File: src/design/xsr_pkg.sv
// ----------------------------------------------------------------------------
// xsr_pkg: shared types and constants of the xorshift128 ranged generator
// Request and result structures, command codes, seeds and shift amounts.
// ----------------------------------------------------------------------------
`timescale 1ns / 1ps
`default_nettype none

package xsr_pkg;

	localparam int unsigned WORD_W = 32;

	localparam logic [WORD_W-1:0] SEED_A = 32'd123456789;
	localparam logic [WORD_W-1:0] SEED_B = 32'd362436069;
	localparam logic [WORD_W-1:0] SEED_C = 32'd521288629;
	localparam logic [WORD_W-1:0] SEED_D = 32'd88675123;

	localparam int unsigned SHL_T = 11;
	localparam int unsigned SHR_D = 19;
	localparam int unsigned SHR_T = 8;

	localparam logic CMD_RAW    = 1'b0;
	localparam logic CMD_RANGED = 1'b1;

	typedef struct packed {
		logic                     command;
		logic signed [WORD_W-1:0] lower_bound;
		logic signed [WORD_W-1:0] upper_bound;
	} req_t;

	typedef struct packed {
		logic        [WORD_W-1:0] raw_word;
		logic signed [WORD_W-1:0] ranged_value;
	} rsp_t;

endpackage

`default_nettype wire

File: src/design/xorshift128_ranged_rng.sv
// ----------------------------------------------------------------------------
// xorshift128_ranged_rng: a raw or equal-bound request passes through ST_HOLD to
// the result register, a ranged one through ST_DIV and then ST_HOLD; one request
// in flight: no new request is taken until the last result is registered.
// The ranged remainder is a restoring divider that retires one bit per cycle.
// Async reset loads the published seeds and leaves both channels empty.
// ----------------------------------------------------------------------------
`timescale 1ns / 1ps
`default_nettype none

module xorshift128_ranged_rng (
	input  wire logic          clk,
	input  wire logic          arst_n,
	input  wire logic          req_valid,
	output logic               req_stall,
	input  wire xsr_pkg::req_t req,
	output logic               rsp_valid,
	input  wire logic          rsp_stall,
	output xsr_pkg::rsp_t      rsp
);
	import xsr_pkg::*;

	localparam int unsigned CNT_W = $clog2(WORD_W);

	typedef enum logic [1:0] {
		ST_IDLE,
		ST_DIV,
		ST_HOLD
	} state_t;

	state_t            state_q;
	logic [WORD_W-1:0] word_a_q, word_b_q, word_c_q, word_d_q;
	logic [WORD_W-1:0] raw_q;
	logic [WORD_W-1:0] div_q;
	logic [WORD_W-1:0] rem_q;
	logic [WORD_W-1:0] span_q;
	logic [WORD_W-1:0] lo_q;
	logic [CNT_W-1:0]  cnt_q;
	logic              rsp_valid_q;
	rsp_t              rsp_q;

	logic [WORD_W-1:0] t_word;
	logic [WORD_W-1:0] next_d;
	logic [WORD_W-1:0] span;
	logic [WORD_W:0]   shifted;
	logic [WORD_W:0]   diff;
	logic [WORD_W-1:0] rem_next;

	always_comb begin
		t_word = word_a_q ^ (word_a_q << SHL_T);
		next_d = word_d_q ^ (word_d_q >> SHR_D) ^ t_word ^ (t_word >> SHR_T);
		span   = $unsigned(req.upper_bound) - $unsigned(req.lower_bound);
	end

	// One restoring step: bring in the next dividend bit and subtract the span
	// whenever the partial remainder reaches it.
	always_comb begin
		shifted  = {rem_q, div_q[WORD_W-1]};
		diff     = shifted - {1'b0, span_q};
		rem_next = diff[WORD_W] ? shifted[WORD_W-1:0] : diff[WORD_W-1:0];
	end

	assign req_stall = (state_q != ST_IDLE);
	assign rsp_valid = rsp_valid_q;
	assign rsp       = rsp_q;

	always_ff @(posedge clk or negedge arst_n) begin
		if (!arst_n) begin
			state_q     <= ST_IDLE;
			word_a_q    <= SEED_A;
			word_b_q    <= SEED_B;
			word_c_q    <= SEED_C;
			word_d_q    <= SEED_D;
			raw_q       <= '0;
			div_q       <= '0;
			rem_q       <= '0;
			span_q      <= '0;
			lo_q        <= '0;
			cnt_q       <= '0;
			rsp_q       <= '0;
			rsp_valid_q <= 1'b0;
		end else begin
			// In ST_HOLD the result register is reloaded below instead.
			if (rsp_valid_q && !rsp_stall && (state_q != ST_HOLD)) begin
				rsp_valid_q <= 1'b0;
			end
			unique case (state_q)
				ST_IDLE: begin
					if (req_valid) begin
						rem_q <= '0;
						unique case (req.command)
							CMD_RAW: begin
								word_a_q <= word_b_q;
								word_b_q <= word_c_q;
								word_c_q <= word_d_q;
								word_d_q <= next_d;
								raw_q    <= next_d;
								lo_q     <= '0;
								state_q  <= ST_HOLD;
							end
							CMD_RANGED: begin
								lo_q <= $unsigned(req.lower_bound);
								if (req.lower_bound == req.upper_bound) begin
									// Equal bounds leave the generator untouched.
									raw_q   <= '0;
									state_q <= ST_HOLD;
								end else begin
									word_a_q <= word_b_q;
									word_b_q <= word_c_q;
									word_c_q <= word_d_q;
									word_d_q <= next_d;
									raw_q    <= next_d;
									div_q    <= next_d;
									span_q   <= span;
									cnt_q    <= CNT_W'(WORD_W - 1);
									state_q  <= ST_DIV;
								end
							end
							default: begin
								state_q <= ST_IDLE;
							end
						endcase
					end
				end
				ST_DIV: begin
					rem_q <= rem_next;
					div_q <= div_q << 1;
					if (cnt_q == '0) begin
						state_q <= ST_HOLD;
					end else begin
						cnt_q <= cnt_q - 1'b1;
					end
				end
				ST_HOLD: begin
					if (!rsp_valid_q || !rsp_stall) begin
						rsp_q.raw_word     <= raw_q;
						rsp_q.ranged_value <= $signed(rem_q + lo_q);
						rsp_valid_q        <= 1'b1;
						state_q            <= ST_IDLE;
					end
				end
				default: begin
					state_q <= ST_IDLE;
				end
			endcase
		end
	end

endmodule

`default_nettype wire

File: config.mk
export PLATFORM = sky130hd
export DESIGN_NAME = xorshift128_ranged_rng
export DESIGN_NICKNAME = d
export VERILOG_FILES = /design/src/design/xsr_pkg.sv /design/src/design/xorshift128_ranged_rng.sv
export SDC_FILE = /design/constraint.sdc
export NUM_CORES = 1
export LEC_CHECK = 0
export BUFFER_PORTS_ARGS = -buffer_cell sky130_fd_sc_hd__clkbuf_2
export CAP_MARGIN = 25
export CORE_ASPECT_RATIO = 1.4
export CORE_MARGIN = 3
export CORE_UTILIZATION = 45
export DETAILED_ROUTE_END_ITERATION = 7
export SLEW_MARGIN = 5
export SYNTH_ARGS = -nofsm -noshare
export SYNTH_HDL_FRONTEND = slang
export SYNTH_SLANG_ARGS = --single-unit
File: constraint.sdc
create_clock -name clk -period 8.7 [get_ports clk]
set_clock_uncertainty 0.2 [all_clocks]
set_input_delay 0.87 -clock clk [delete_from_list [all_inputs] [get_ports clk]]
set_output_delay 0.87 -clock clk [all_outputs]
set_load 0.01 [all_outputs]
==> impl_metrics.csv, run 1 <==
group,metric,value,unit
route,ant_nets,0,
cts,clk_pin_slew,0.07,ns
cts,cts_buffers,38,
synth,synth_nets,2361,
global_routing,grt_pass1_vias,15900,
route,wl_per_cell,18.4,um
synth,async_flop_share,100,%
timing,period_share,52.1,%
timing,maxSlewHeadroom,31.8,%
final_layout,mostFrequentLayoutCells,"556 x nand2_1, 299 x dfrtp_1, 170 x o21ai_0, 133 x clkbuf_2, 117 x a21oi_1",
route,finalWirelength,52.8,mm
cts,clk_latency,0.55,ns
die,ios,135,
run_status,status,"completed",
die,die_x,183,um
pwr,powerDensity,306,mW/mm2
critical_path,critPathMaxFanout,28,
critical_path,reg2regPathDepth,14,
critical_path,path_class,"reg -> reg",
timing,timing.hold.ws,0.131,ns
job,max_cap_violations,0,
cts,cts.sinks,360,
timing,setup_viol,0,
synth,synth_seq_cells,360,
cts,cts_setup_buffers,0,
final_layout,n_fill_cell,4145,
critical_path,r2r_start,"div_q[31]",
route,drt_pass1_iterations,5,
place,postPlaceCellArea,0.0209,mm2
final_layout,layout_commonest_cell,"nand2_1",
final_layout,syn2layout_area_growth,12.7,%
route,num_vias,15700,
synth,synth_top_family_by_area,"simple AND/OR/NAND/NOR gates",
final_layout,fin_area,0.0223,mm2
synth,synth_edf_count,0,
synth,ys.flop_type,"dfrtp_1",
pwr,leakagePower,11.3,nW
place,place.gp.congestion,0.895,
timing,worst_pin_slew,1.02,ns
critical_path,slowest_stage,"and4_1",
critical_path,r2r_slack,4.17,ns
cts,cts_resized,0,
critical_path,cp-end-kind,"register",
timing,final-max-slew-violation-count,0,
synth,yosysSeqAreaShare,46.0,%
die,initial_core_util,45.7,%
route,drc,0,
synth,synth_simple_gate_area_share,17.4,%
final_layout,multi_input_area,0.0100,mm2
final_layout,final-seq-area,0.00908,mm2
synth,syn_area,0.0197,mm2
critical_path,startpoint_type,"register",
cts,h-tree-depth,2,
cts,clock_path_buffers,3,
synth,synthXorXnorAreaFrac,7.94,%
synth,avgSynthCellArea,9.00,um2
critical_path,worstPathRequired,8.94,ns
global_routing,antenna_found_initial,0,
cts,ctsHoldBuffers,0,
synth,syn_inst,2193,
synth,synthMuxAreaShare,1.99,%
critical_path,reg2reg_to,"rem_q[1]",
global_routing,grt_pass1_wl,85.4,mm
die,dieArea,0.0465,mm2
route,drt_iter0_drc,787,
synth,yosys.area_share.adder,6.39,%
timing,fmax,221,MHz
place,dpl.hpwl,38.4,mm
route,avgViaCountPerCell,5.48,
synth,ys_warn_count,0,
timing,rsz0062_at_grt,"false",
pwr,ir_drop,0.149,mV
final_layout,utilization,51.5,%
die,rows,90,
cts,cts_tree,"built",
global_routing,grt_max_degree,134,
global_routing,gr-total-overflow,0,
final_layout,diodes,0,
final_layout,layout-drive-gt1-share,14.2,%
die,coreArea,0.0432,mm2
die,fp.dieH,254,um
synth,synth_compound_area_share,16.7,%
timing,timing.setup.tns,0,ns
worst_hold_path,hp-class,"in -> async",
critical_path,crit_top_cell,"inv_1",
synth,ys_types,70,
critical_path,critical-path-max-stage-delay,0.80,ns
timing,hold_viol_final,0,
timing,min_period,4.53,ns
global_routing,grt_use_total,22.9,%
place,portBuffers,134,
cts,root_buffer,"clkbuf_16",
critical_path,path_cells,"inv_1 -> ha_1 -> inv_1 -> fa_1 -> a211oi_1 -> o21ai_1 -> nand4_1 -> a22oi_2 -> a2111oi_2 -> or3_4 -> and4_1 -> nor3_4 -> buf_8 -> a311o_1",
critical_path,crit_arrival,4.77,ns
final_layout,fin_nets,2455,
-- report_power, final --
group          switching (mW)  internal [mW]  total, mW  leakage (nW)
sequential              0.227           1.96       2.19          4.64
combinational            1.84           1.09       2.93          5.99
clock                   0.706          0.981       1.69         0.633
-- worst max-delay path: cells and delay by family, from the launching register on --
family | cells | cell delay [ns]
compound gates | 5 | 1.54
simple gates | 4 | 1.35
buf+inv | 3 | 0.35
flops | 1 | 0.38
fa+ha+maj | 2 | 0.59
-- through the flow --
stage | worst slack, ns | instances | total power, mW
detailed placement | 3.97 | 2796 | 5.11
global placement | 4.10 | 2796 | 5.06
floorplan | 5.22 | 2193 | 4.30
CTS | 4.12 | 2866 | 6.83
global route | 3.72 | 2869 | 7.32
finish | 4.17 | 2869 | 6.80
-- per-layer routing --
metal / GRT usage (%) / vias up / routed length [um]
met2: 42.4 / 310 / 27900
met4: 9.78 / 0 / 2360
li1: - / 7691 / -
met3: 2.58 / 100 / 1800
met1: 26.8 / 7633 / 20800
met5: 0 / - / 0
-- state kept, by name, summed over array words and instances (netlist names) --
signal	count
rsp	64
div_q	32
lo_q	32
raw_q	32
rem_q	32
span_q	32
word_a_q	32
word_b_q	32
word_c_q	32
word_d_q	32
cnt_q	5
state_q	2
rsp_valid	1
-- cell families after synthesis --
logic type	count (synthesis)
compound gates	523
xor+xnor	179
fa+ha+maj	99
buf+inv	184
flops	360
mux	35
simple gates	813
-- cell type report --
| class | count | share of cell area, % |
|---|---|---|
| sequential | 360 | 40.8 |
| timing repair buffer | 153 | 3.81 |
| inverter | 85 | 1.43 |
| tap | 552 | 3.10 |
| clock inverter | 13 | 0.866 |
| clock buffer | 57 | 4.95 |
| multi-input combinational | 1649 | 45.0 |
-- worst max path at each step --
| stage | startpoint | endpoint | slack, ns | cells after the start |
|---|---|---|---|---|
| after CTS | div_q[31] | rem_q[1] | 4.12 | 13 |
| after detailed placement | req[53] | raw_q[10] | 3.97 | 11 |
| after global placement | req[53] | raw_q[1] | 4.10 | 11 |
| after floorplan | req[0] | span_q[28] | 5.22 | 12 |
| after global routing | div_q[31] | rem_q[20] | 3.72 | 14 |
| final | div_q[31] | rem_q[1] | 4.17 | 14 |
-- cells in the mapped netlist (3+ instances only) --
master,instances,area share (%)
inv_1,84,1.6
fa_1,3,0.30
o311ai_0,6,0.27
nand2_1,556,11
nand4_1,13,0.41
and2_1,8,0.25
o211ai_1,13,0.49
o311ai_1,17,0.75
xnor2_1,106,4.7
nor2_1,108,2.1
a221o_1,4,0.20
xor2_1,73,3.2
o221ai_1,4,0.18
a31oi_1,11,0.35
o311a_1,3,0.15
buf_1,4,0.076
o21ai_0,170,4.3
a31o_2,4,0.18
nor3_1,9,0.23
a211oi_1,11,0.42
o21a_1,13,0.49
ha_1,96,6.1
a211o_1,5,0.22
dfstp_2,61,8.1
clkbuf_1,91,1.7
nand2b_1,15,0.48
a21o_1,93,3.5
o31a_1,3,0.13
or2_2,5,0.16
a21oi_1,118,3.0
dfrtp_1,299,38
or4_1,25,0.95
nor4_1,6,0.19
o21bai_1,8,0.30
buf_2,3,0.076
nand3_1,32,0.81
and3_1,15,0.48
nor2b_1,9,0.29
and4_1,4,0.18
o31ai_1,15,0.57
mux2_2,34,1.9
Power figures use the tool's default switching activity.
==> run 2: changes to the inputs <==
==> constraint.sdc (replaced) <==
create_clock -name clk -period 4.5 [get_ports clk]
set_clock_uncertainty 0.2 [all_clocks]
set_input_delay 0.45 -clock clk [delete_from_list [all_inputs] [get_ports clk]]
set_output_delay 0.45 -clock clk [all_outputs]
set_load 0.01 [all_outputs]
==> impl_metrics.csv, run 2 (synthesized netlist as in run 1, its figures left out) <==
group,metric,value,unit
run_status,status,"completed",
final_layout,final_cell_count_no_fill,2914,
critical_path,critPathMaxFanout,20,
global_routing,gr-total-overflow,0,
global_routing,grt_pass1_vias,16200,
pwr,ir_drop,0.305,mV
pwr,comb_power_share,43.2,%
timing,hold_viol_final,0,
cts,clk_pin_slew,0.06,ns
timing,fmax,248,MHz
critical_path,startpoint_type,"register",
job,max_cap_violations,0,
route,wl_per_cell,18.3,um
place,portBuffers,134,
route,num_vias,15900,
final_layout,mostFrequentLayoutCells,"556 x nand2_1, 299 x dfrtp_1, 170 x o21ai_0, 133 x clkbuf_2, 117 x a21oi_1",
place,dpl.hpwl,39.5,mm
timing,worst_pin_slew,0.929,ns
timing,final-max-slew-violation-count,0,
timing,period_share,89.8,%
route,drt_pass1_iterations,5,
die,fp.dieH,254,um
place,place.gp.congestion,0.932,
cts,h-tree-depth,2,
global_routing,grt_max_degree,98,
cts,cts_buffers,39,
final_layout,layout-drive-gt1-share,14.7,%
route,ant_nets,0,
die,initial_core_util,45.7,%
critical_path,worstPathRequired,4.71,ns
place,dp_cells,2813,
final_layout,layout_commonest_cell,"nand2_1",
critical_path,crit_arrival,4.25,ns
pwr,leakagePower,11.5,nW
global_routing,grt_use_total,23.0,%
route,avgViaCountPerCell,5.45,
die,ios,135,
timing,rsz0062_at_grt,"false",
cts,cts.sinks,360,
global_routing,antenna_found_initial,1,
final_layout,syn2layout_area_growth,15.5,%
cts,clk_latency,0.54,ns
final_layout,fin_nets,2499,
timing,maxSlewHeadroom,37.9,%
cts,cts_resized,0,
final_layout,largest_reg_flops,64,
pwr,seq_power_share,31.4,%
cts,root_buffer,"clkbuf_16",
cts,clock_path_buffers,3,
critical_path,path_class,"reg -> reg",
timing,min_period,4.04,ns
pwr,p_int,8.06,mW
die,dieArea,0.0465,mm2
route,drt_iter0_drc,715,
cts,cts_tree,"built",
critical_path,cp-end-kind,"register",
timing,timing.setup.tns,0,ns
pwr,clkPwrFrac,25.4,%
global_routing,grt_pass1_wl,85.3,mm
route,finalWirelength,53.3,mm
die,die_x,183,um
die,rows,90,
route,drc,0,
timing,setup_viol,0,
pwr,p_sw_share,39.9,%
pwr,finalPower,13.4,mW
pwr,p_sw,5.36,mW
pwr,powerDensity,589,mW/mm2
final_layout,n_fill_cell,4036,
die,coreArea,0.0432,mm2
worst_hold_path,hp-class,"in -> reg",
run 2: power by group through the flow:
stage               Combinational, mW  Sequential, mW  Clock (mW)
finish                           5.79            4.22        3.40
global route                     6.49            4.29        3.62
CTS                              5.79            4.23        3.49
detailed placement               5.74            4.28           0
global placement                 5.68            4.26           0
floorplan                        4.13            4.18           0
run 2: worst paths after layout:
path	endpoint	depth (start not counted)	slack, ns	from
worst max-delay path	rem_q[19]	14	0.46	div_q[31]
worst min-delay path	lo_q[24]	3	0.02	req[56]
worst max register to register	rem_q[19]	14	0.46	div_q[31]
worst min register to register	word_b_q[12]	2	0.25	word_c_q[12]
max in group asynchronous	word_c_q[8]	3	2.75	arst_n
min in group asynchronous	rsp[2]	2	0.31	arst_n
run 2: cell type report:
type / instances / area [um2] / share of cell area, %
repair buffers: 196 / 1320 / 5.78
clock inverters: 13 / 218 / 0.955
diodes: 1 / 2.50 / 0.0110
clock buffers: 58 / 1150 / 5.03
inverters: 85 / 319 / 1.40
multi-input cells: 1649 / 10000 / 43.9
flip-flops and latches: 360 / 9080 / 39.8
well taps: 552 / 691 / 3.03
run 2: repair_timing:
| action | 4_1_cts | 5_1_grt |
|---|---|---|
| hold buffers | 29 | 0 |
| hold endpoints to repair | 110 | 0 |
| buffers inserted | 0 | 0 |
run 2: layer usage:
layer / global-route usage, % / up-vias / wire, um
li1: - / 7780 / -
met3: 2.52 / 128 / 1690
met5: 0 / - / 0
met2: 42.8 / 307 / 27900
met1: 25.7 / 7664 / 20600
met4: 12.0 / 0 / 3020
run 2: stage by stage:
stage | cell area [um2] | utilization (%) | hold WS [ns] | setup WS (ns)
2_1_floorplan | 19700 | - | -0.0456 | 1.02
3_3_place_gp | 21100 | 48.9 | 0.241 | 0.638
3_5_place_dp | 21100 | 48.9 | 0.244 | 0.491
4_1_cts | 22800 | 52.7 | 0.00222 | 0.456
5_1_grt | 22800 | 52.7 | 0.0329 | 0.0623
6_report | 22800 | 52.7 | 0.0240 | 0.461
run 2: worst max-delay path, stage by stage (launching register included):
cell,delay (ns)
dfrtp_1,0.38
inv_1,0.08
ha_1,0.16
inv_1,0.05
fa_1,0.42
a211oi_1,0.35
o21ai_1,0.15
nand4_1,0.19
a22oi_2,0.12
a2111oi_2,0.50
or3_4,0.24
and4_1,0.35
nor3_2,0.09
buf_4,0.22
o311ai_0,0.38
==> run 3: changes to the inputs <==
--- a/config.mk
+++ b/config.mk
@@ -5,6 +5,7 @@
 export SDC_FILE = /design/constraint.sdc
 export NUM_CORES = 1
 export LEC_CHECK = 0
+export ABC_AREA = 1
 export BUFFER_PORTS_ARGS = -buffer_cell sky130_fd_sc_hd__clkbuf_2
 export CAP_MARGIN = 25
 export CORE_ASPECT_RATIO = 1.4
==> impl_metrics.csv, run 3 <==
group,metric,value,unit
critical_path,cp-end-kind,"register",
synth,synth_seq_cells,360,
timing,final-max-slew-violation-count,0,
route,drt_iter0_drc,1246,
synth,ys_types,40,
timing,worst_pin_slew,0.991,ns
cts,clk_pin_slew,0.06,ns
final_layout,final-seq-area,0.00908,mm2
die,fp.dieH,266,um
final_layout,n_fill_cell,4841,
final_layout,mostFrequentLayoutCells,"1062 x nand2_1, 357 x inv_1, 299 x dfrtp_1, 179 x o21ai_0, 157 x nor2_1",
place,portBuffers,134,
synth,synth_edf_count,0,
global_routing,gr-total-overflow,0,
job,max_cap_violations,0,
die,rows,94,
timing,rsz0062_at_grt,"false",
route,finalWirelength,67.4,mm
die,die_x,191,um
final_layout,fin_area,0.0242,mm2
die,initial_core_util,45.8,%
pwr,powerDensity,808,mW/mm2
cts,cts_buffers,39,
cts,h-tree-depth,2,
place,postPlaceCellArea,0.0228,mm2
route,ant_nets,0,
die,dieArea,0.0509,mm2
final_layout,diodes,0,
pwr,clkPwrFrac,17.4,%
synth,avgSynthCellArea,7.37,um2
synth,yosysMostFrequentCell,"nand2_1",
die,coreArea,0.0473,mm2
global_routing,grt_pass1_wl,105,mm
synth,ys_warn_count,0,
pwr,finalPower,19.6,mW
place,dpl.hpwl,52.7,mm
global_routing,grt_pass1_vias,19000,
pwr,ir_drop,0.413,mV
pwr,leakagePower,12.8,nW
synth,synth_nets,3109,
final_layout,multi_input_area,0.0107,mm2
final_layout,largest_reg_flops,64,
final_layout,fin_nets,3222,
final_layout,layout_commonest_cell,"nand2_1",
timing,setup_viol,0,
timing,period_share,74.0,%
timing,timing.setup.tns,0,ns
timing,min_period,3.33,ns
pwr,comb_power_share,51.7,%
route,drt_pass1_iterations,6,
critical_path,path_cells,"dlygate4sd3_1 -> clkbuf_2 -> inv_1 -> ha_1 -> nand2_1 -> nor2_2 -> nand3_1 -> nor4_2 -> nand3_1 -> nand2_4 -> clkinv_2 -> buf_4 -> nand2_1 -> o21ai_0",
final_layout,syn2layout_area_growth,11.8,%
pwr,p_int,10.4,mW
synth,ys.flop_type,"dfrtp_1",
final_layout,layout-drive-gt1-share,10.2,%
timing,maxSlewHeadroom,33.9,%
final_layout,utilization,51.2,%
cts,clk_latency,0.57,ns
cts,cts_tree,"built",
critical_path,crit_family,"buffers and inverters",
synth,synth.largest_area_cell,"dfrtp_1",
pwr,seq_power_share,30.9,%
route,wl_per_cell,18.2,um
synth,netlist_top_cells_area,"dfrtp_1 35%, nand2_1 18%, dfstp_2 7.4%, inv_1 6.2%, ha_1 5.5%",
critical_path,worstPathRequired,4.71,ns
global_routing,grt_use_total,26.7,%
timing,hold_viol_final,0,
critical_path,crit_arrival,3.54,ns
critical_path,slowest_stage,"dlygate4sd3_1",
critical_path,critical-path-max-stage-delay,0.54,ns
critical_path,cp_num_buf_inv,5,
synth,syn_area,0.0217,mm2
pwr,p_sw_share,47.0,%
synth,async_flop_share,100,%
synth,yosysTopAreaCellShare,34.5,%
global_routing,antenna_found_initial,0,
place,place.gp.congestion,0.936,
cts,clock_path_buffers,3,
critical_path,startpoint_type,"input port",
route,num_vias,18900,
run_status,status,"completed",
worst_hold_path,hp-class,"in -> reg",
synth,yosysSeqAreaShare,41.9,%
timing,fmax,300,MHz
synth,synth_commonest_cells,"1064 x nand2_1, 358 x inv_1, 299 x dfrtp_1",
cts,root_buffer,"clkbuf_16",
cts,cts.sinks,360,
critical_path,critPathMaxFanout,33,
route,avgViaCountPerCell,5.10,
pwr,p_sw,9.20,mW
global_routing,grt_max_degree,99,
route,drc,0,
timing,timing.hold.ws,0.0150,ns
die,ios,135,
synth,syn_inst,2941,
critical_path,path_class,"in -> reg",
run 3: cell types whose count changed after synthesis, moves of 37 or more:
cell / change
nor2_1: +52
xnor2_1: -37
inv_1: +274
nand2_1: +508
a21o_1: -84
nand3_1: +113
o21ai_1: +94
clkbuf_1: -62
run 3: per-layer routing:
layer | vias to the layer above | track usage, % | share of wire (%)
li1 | 9499 | - | -
met1 | 8873 | 28.7 | 37
met3 | 143 | 2.69 | 3.2
met5 | - | 0 | 0
met4 | 0 | 14.4 | 6.0
met2 | 418 | 50.8 | 54
run 3: final timing paths:
check | startpoint | endpoint | slack, ns | depth (start not counted)
max in group asynchronous | arst_n | word_d_q[8] | 2.68 | 3
min in group asynchronous | arst_n | raw_q[29] | 0.32 | 2
setup reg to reg | div_q[31] | rem_q[19] | 1.56 | 16
hold / removal | req[32] | lo_q[0] | 0.01 | 3
hold reg to reg | word_b_q[26] | word_a_q[26] | 0.26 | 2
setup / recovery | req[56] | raw_q[14] | 1.17 | 14
run 3: final cells by class:
class	instances	area share [%]
multi-input cells	2130	44.1
flip-flops and latches	360	37.5
inverters	362	5.62
clock buffers	59	4.88
repair buffers	161	3.90
well taps	624	3.22
clock inverters	13	0.785
run 3: kinds of logic after synthesis:
family          count (synthesis)  synth area share [%]
xor+xnor                      134                  5.42
mux                            12                 0.554
compound gates                429                  10.2
buf+inv                       451                  8.91
simple gates                 1456                  27.1
flops                         360                  41.9
fa+ha+maj                      99                  5.82
run 3: tightest hold or removal path, delay by kind of cell:
kind | cells | cell delay [ns]
and+or+nand+nor | 2 | 0.15
buffers and inverters | 1 | 0.13
run 3: power by group through the flow:
| stage | Clock [mW] | Combinational (mW) | Sequential, mW |
|---|---|---|---|
| 2_1_floorplan | 0 | 7.37 | 5.72 |
| 3_3_place_gp | 0 | 10.1 | 6.08 |
| 3_5_place_dp | 0 | 10.2 | 6.11 |
| 4_1_cts | 3.50 | 10.2 | 6.07 |
| 5_1_grt | 3.62 | 11.5 | 6.21 |
| 6_report | 3.41 | 10.1 | 6.05 |
run 3: timing repair:
| item | 4_1_cts | 5_1_grt |
|---|---|---|
| endpoints found under the hold margin | 89 | 0 |
| setup buffers | 0 | 0 |
| hold buffers | 5 | 0 |
| resized for setup | 0 | 0 |
| endpoints found under the setup margin | 0 | 0 |
run 3: stage by stage:
| stage | cells | setup slack, ns |
|---|---|---|
| after floorplan | 2941 | 2.15 |
| after global placement | 3632 | 1.20 |
| after detailed placement | 3632 | 1.16 |
| after CTS | 3709 | 1.22 |
| after global routing | 3709 | 0.943 |
| final | 3709 | 1.17 |
